File: config.mk
export PLATFORM = sky130hd
export DESIGN_NAME = fbgc_plane_tbl
export DESIGN_NICKNAME = d
export VERILOG_FILES = /design/src/rtl/flash_block_alloc_and_gc_victim_top_macros.svh /design/src/rtl/fbgc_plane_tbl.sv
export SDC_FILE = /design/constraint.sdc
export NUM_CORES = 1
export LEC_CHECK = 0
export ABC_AREA = 0
export BUFFER_PORTS_ARGS = -buffer_cell sky130_fd_sc_hd__buf_2
export CAP_MARGIN = 5
export CORE_ASPECT_RATIO = 0.7
export CORE_MARGIN = 2
export CORE_UTILIZATION = 45
export CTS_CLUSTER_DIAMETER = 50
export DETAILED_ROUTE_END_ITERATION = 12
export HOLD_SLACK_MARGIN = 0.1
export SYNTH_ARGS = -nofsm -noshare
export SYNTH_HDL_FRONTEND = slang
export SYNTH_SLANG_ARGS = --single-unit
File: constraint.sdc
create_clock -name i_clk -period 3 [get_ports i_clk]
set_input_delay 0.15 -clock i_clk [delete_from_list [all_inputs] [get_ports i_clk]]
set_output_delay 0.15 -clock i_clk [all_outputs]
set_load 0.02 [all_outputs]
File: src/rtl/flash_block_alloc_and_gc_victim_top_macros.svh
// assertion macros used by the block table rtl
`ifndef FLASH_BLOCK_ALLOC_AND_GC_VICTIM_TOP_MACROS_SVH
`define FLASH_BLOCK_ALLOC_AND_GC_VICTIM_TOP_MACROS_SVH

`ifndef SYNTHESIS
// same-cycle implication
`define FBGC_ASSERT_IMPLIES(lbl, clk, rst_n, ante, cons) \
    lbl: assert property (@(posedge clk) disable iff (!rst_n) (ante) |-> (cons)) \
        else $error("same-cycle check failed");
// next-cycle implication
`define FBGC_ASSERT_NEXT(lbl, clk, rst_n, ante, cons) \
    lbl: assert property (@(posedge clk) disable iff (!rst_n) (ante) |=> (cons)) \
        else $error("next-cycle check failed");
`else
`define FBGC_ASSERT_IMPLIES(lbl, clk, rst_n, ante, cons)
`define FBGC_ASSERT_NEXT(lbl, clk, rst_n, ante, cons)
`endif

`endif

File: src/rtl/fbgc_plane_tbl.sv
`timescale 1ns / 1ps

// per-plane record: current block and used count, valid bits stand in for reset
module fbgc_plane_tbl #(
    parameter int NPL = 64,
    parameter int PW  = 6,
    parameter int BW  = 10,
    parameter int NW  = 11
) (
    input  logic              i_clk,
    input  logic              i_rst_n,
    input  logic              i_rd_en,
    input  logic [PW-1:0]     i_rd_addr,
    output logic [BW+NW-1:0]  o_rd_rec,
    input  logic              i_wr_en,
    input  logic [PW-1:0]     i_wr_addr,
    input  logic [BW+NW-1:0]  i_wr_rec
);

    typedef struct packed {
        logic [BW-1:0] cur;
        logic [NW-1:0] used;
    } t_plane_rec;

    t_plane_rec       mem [0:NPL-1];
    logic [NPL-1:0]   r_vld;
    t_plane_rec       r_rd_rec;
    logic             r_rd_hit;

    always_ff @(posedge i_clk) begin
        if (i_wr_en) begin
            mem[i_wr_addr] <= t_plane_rec'(i_wr_rec);
        end
        if (i_rd_en) begin
            r_rd_rec <= mem[i_rd_addr];
        end
    end

    always_ff @(posedge i_clk) begin
        if (!i_rst_n) begin
            r_vld    <= '0;
            r_rd_hit <= 1'b0;
        end else begin
            if (i_wr_en) begin
                r_vld[i_wr_addr] <= 1'b1;
            end
            if (i_rd_en) begin
                r_rd_hit <= r_vld[i_rd_addr];
            end
        end
    end

    // never-written plane reads as zero
    assign o_rd_rec = r_rd_hit ? r_rd_rec : '0;

endmodule
==> qor.yml <==
overflow: 0
synth_edf_count: 1365
die_area_sq_mm: 0.124
crit_type: "flop to flop"
gp_congestion: 0.843
die_x_microns: 420
endpoint_kind: "flop"
power_density_mw_per_mm2: 667
initial_core_util_pct: 45.5
ys_types: 30
layout.nets: 2557
finish.utilization_pct: 52.5
drc: 0
finalNonFillerCells: 4257
antenna_found_initial: 10
period_minus_slack_ns: 2.41
numPortBuffers: 57
die_height_microns: 295
htree_levels: 4
core_area_sq_mm: 0.120
outcome: "complete, no violations"
hold_viol: 0
ioPinCount: 58
synthesis.nets: 2293
routed_wl_microns: 141000
place_area_sq_mm: 0.0581
grt_pass1_vias: 26048
ys_seq_area_share_pct: 77.7
critPathRequiredTime_ns: 3.43
worst_slew_pin_slew_ns: 1.31
setup_viol: 0
fmax_ghz: 0.415
final.period_utilization_pct: 80.4
maxCapViolCount: 0
ant_nets: 0
post_drt_wl_per_cell_microns: 33.2
cts-root-buf: "clkbuf_16"
crit_path_start_kind: "flop"
crit_slowest_cell: "mux4_2"
clk_latency_ns: 0.75
async_flop_share_pct: 0
arrival_ns: 2.85
path_buf_inv: 0
slew_violations: 0
hpwlAfterDp_microns: 82800
hp-class: "input pin to flop"
synth_ff_type: "edfxtp_1"
route.vias.total: 25758
cts_buffers: 138
clkTransAtPathRegs_ns: 0.06
grt_max_degree: 65
fin_ws_ns: 0.588
ys_top_cells_by_area: "edfxtp_1 75%, mux4_2 18%, dfxtp_1 2.4%, o21a_1 0.88%, clkbuf_1 0.46%"
placed_cells: 3984
first_iter_violations: 3662
yosys_warnings: 0
cp_max_fo: 1
first_pass_iters: 5
avgSynthCellArea_sq_um: 24.1
cp_slowest_stage_delay_ns: 0.60
clock_skew_ns: 0.0316
cts_sinks: 1430
cts_buffer_depth: 3
viasPerCell: 6.05
grt_usage_pct: 23.4
syn_inst: 2256
syn_to_final_growth_pct: 15.5
ir_drop_mv: 0.574
drive_above_1_share_pct: 36.2
synth-seq-cells: 1430
critPathTopFamily: "multiplexers"
grt_pass1_wl_microns: 199000
rsz0062_at_grt: "no"
nFillCells: 9093
design_area_sq_mm: 0.0628
syn_area_sq_mm: 0.0544
synth.largest_area_cell: "edfxtp_1"
crit_chain: "mux4_2, mux4_2, mux2_2, nand2_1, o21ai_0"
relSlewSlack_pct: 12.4
dp_slack_ns: -0.0275
cpMostUsedCell: "mux4_2"
synth_top_area_share_pct: 75.3
leakagePower_nw: 19.8
cts_tree: "yes"
rows: 106
rrSetupSlack_ns: 0.59
where the power goes:
part	internal (mW)	leakage [nW]	switching (mW)
combinational	0.902	4.75	1.30
sequential	22.0	12.8	0.0754
clock	10.2	2.24	7.38
total	33.1	19.8	8.75
flip-flops by register name (all words and copies together) (netlist names):
register / cells
r_vld: 64
r_rd_rec: 21
r_rd_hit: 1
mem: 1344
cells in the mapped netlist, drive strengths merged (3+ instances only):
cell type	n
nor2	64
mux2	16
nand3	9
mux4	441
nand2	18
dfxtp	65
buf	57
nand4	4
o21ai	15
nand3b	3
edfxtp	1365
mux2i	16
clkbuf	66
nor2b	7
nor3	5
o21a	64
and2	22
nand2b	5
cells in the final DEF (no fill, tap or decap), drive strengths merged, types with 3 or more instances in the layout:
master,n
diode,4
dlygate4sd3,16
edfxtp,1365
buf,230
nand2b,5
nand2,18
clkbuf,183
nor2,64
bufinv,14
o21ai,15
nor3,5
mux2i,16
o21a,64
inv,7
nor2b,7
clkinv,48
nand3,9
mux2,16
dfxtp,65
nand4,4
nand3b,3
mux4,441
and2,22
cell families after synthesis:
logic type / after synthesis / synth area share (%)
buffers and inverters: 123 / 0.996
AND/OR/NAND/NOR: 141 / 1.23
flip-flops: 1430 / 77.7
multiplexers: 473 / 18.9
AO/OA/AOI/OAI: 89 / 1.17
metal layers:
metal	GRT usage [%]	up-vias	share of wire, %
met5	0	-	0.011
met1	35.4	14070	43
met4	7.10	2	2.3
met3	4.02	193	8.3
li1	-	10255	-
met2	35.1	1238	46
final cells by class:
type	instances	area [sq um]	area share [%]
diodes	4	10.0	0.0159
clock buffers	182	3820	6.08
clock inverters	71	751	1.20
multi-input cells	703	11700	18.7
flip-flops and latches	1430	42300	67.3
well taps	1620	2030	3.23
repair buffers	247	2170	3.46
final timing paths:
| kind | depth (start not counted) | start | to |
|---|---|---|---|
| worst min-delay path | 1 | i_wr_rec[0] | mem[60][0]$_DFFE_PP_ |
| worst min register to register | 1 | r_vld[45]$_SDFFE_PN0P_ | r_vld[45]$_SDFFE_PN0P_ |
| worst max-delay path | 5 | mem[59][20]$_DFFE_PP_ | r_rd_rec[20]$_DFFE_PP_ |
| worst max register to register | 5 | mem[59][20]$_DFFE_PP_ | r_rd_rec[20]$_DFFE_PP_ |
what timing repair did:
item	CTS	global route
endpoints found under the hold margin	280	0
hold buffers	16	0
resized for setup	0	0
buffers inserted	0	0
per-stage QoR:
| stage | hold WS [ns] | TNS, ns | total power [mW] |
|---|---|---|---|
| finish | 0.139 | 0 | 41.9 |
| global route | 0.143 | 0 | 43.1 |
| CTS | 0.105 | 0 | 42.2 |
| detailed placement | 0.448 | -0.0275 | 24.7 |
| global placement | 0.441 | 0 | 24.7 |
| floorplan | 0.249 | 0 | 23.6 |
Power figures use the tool's default switching activity.
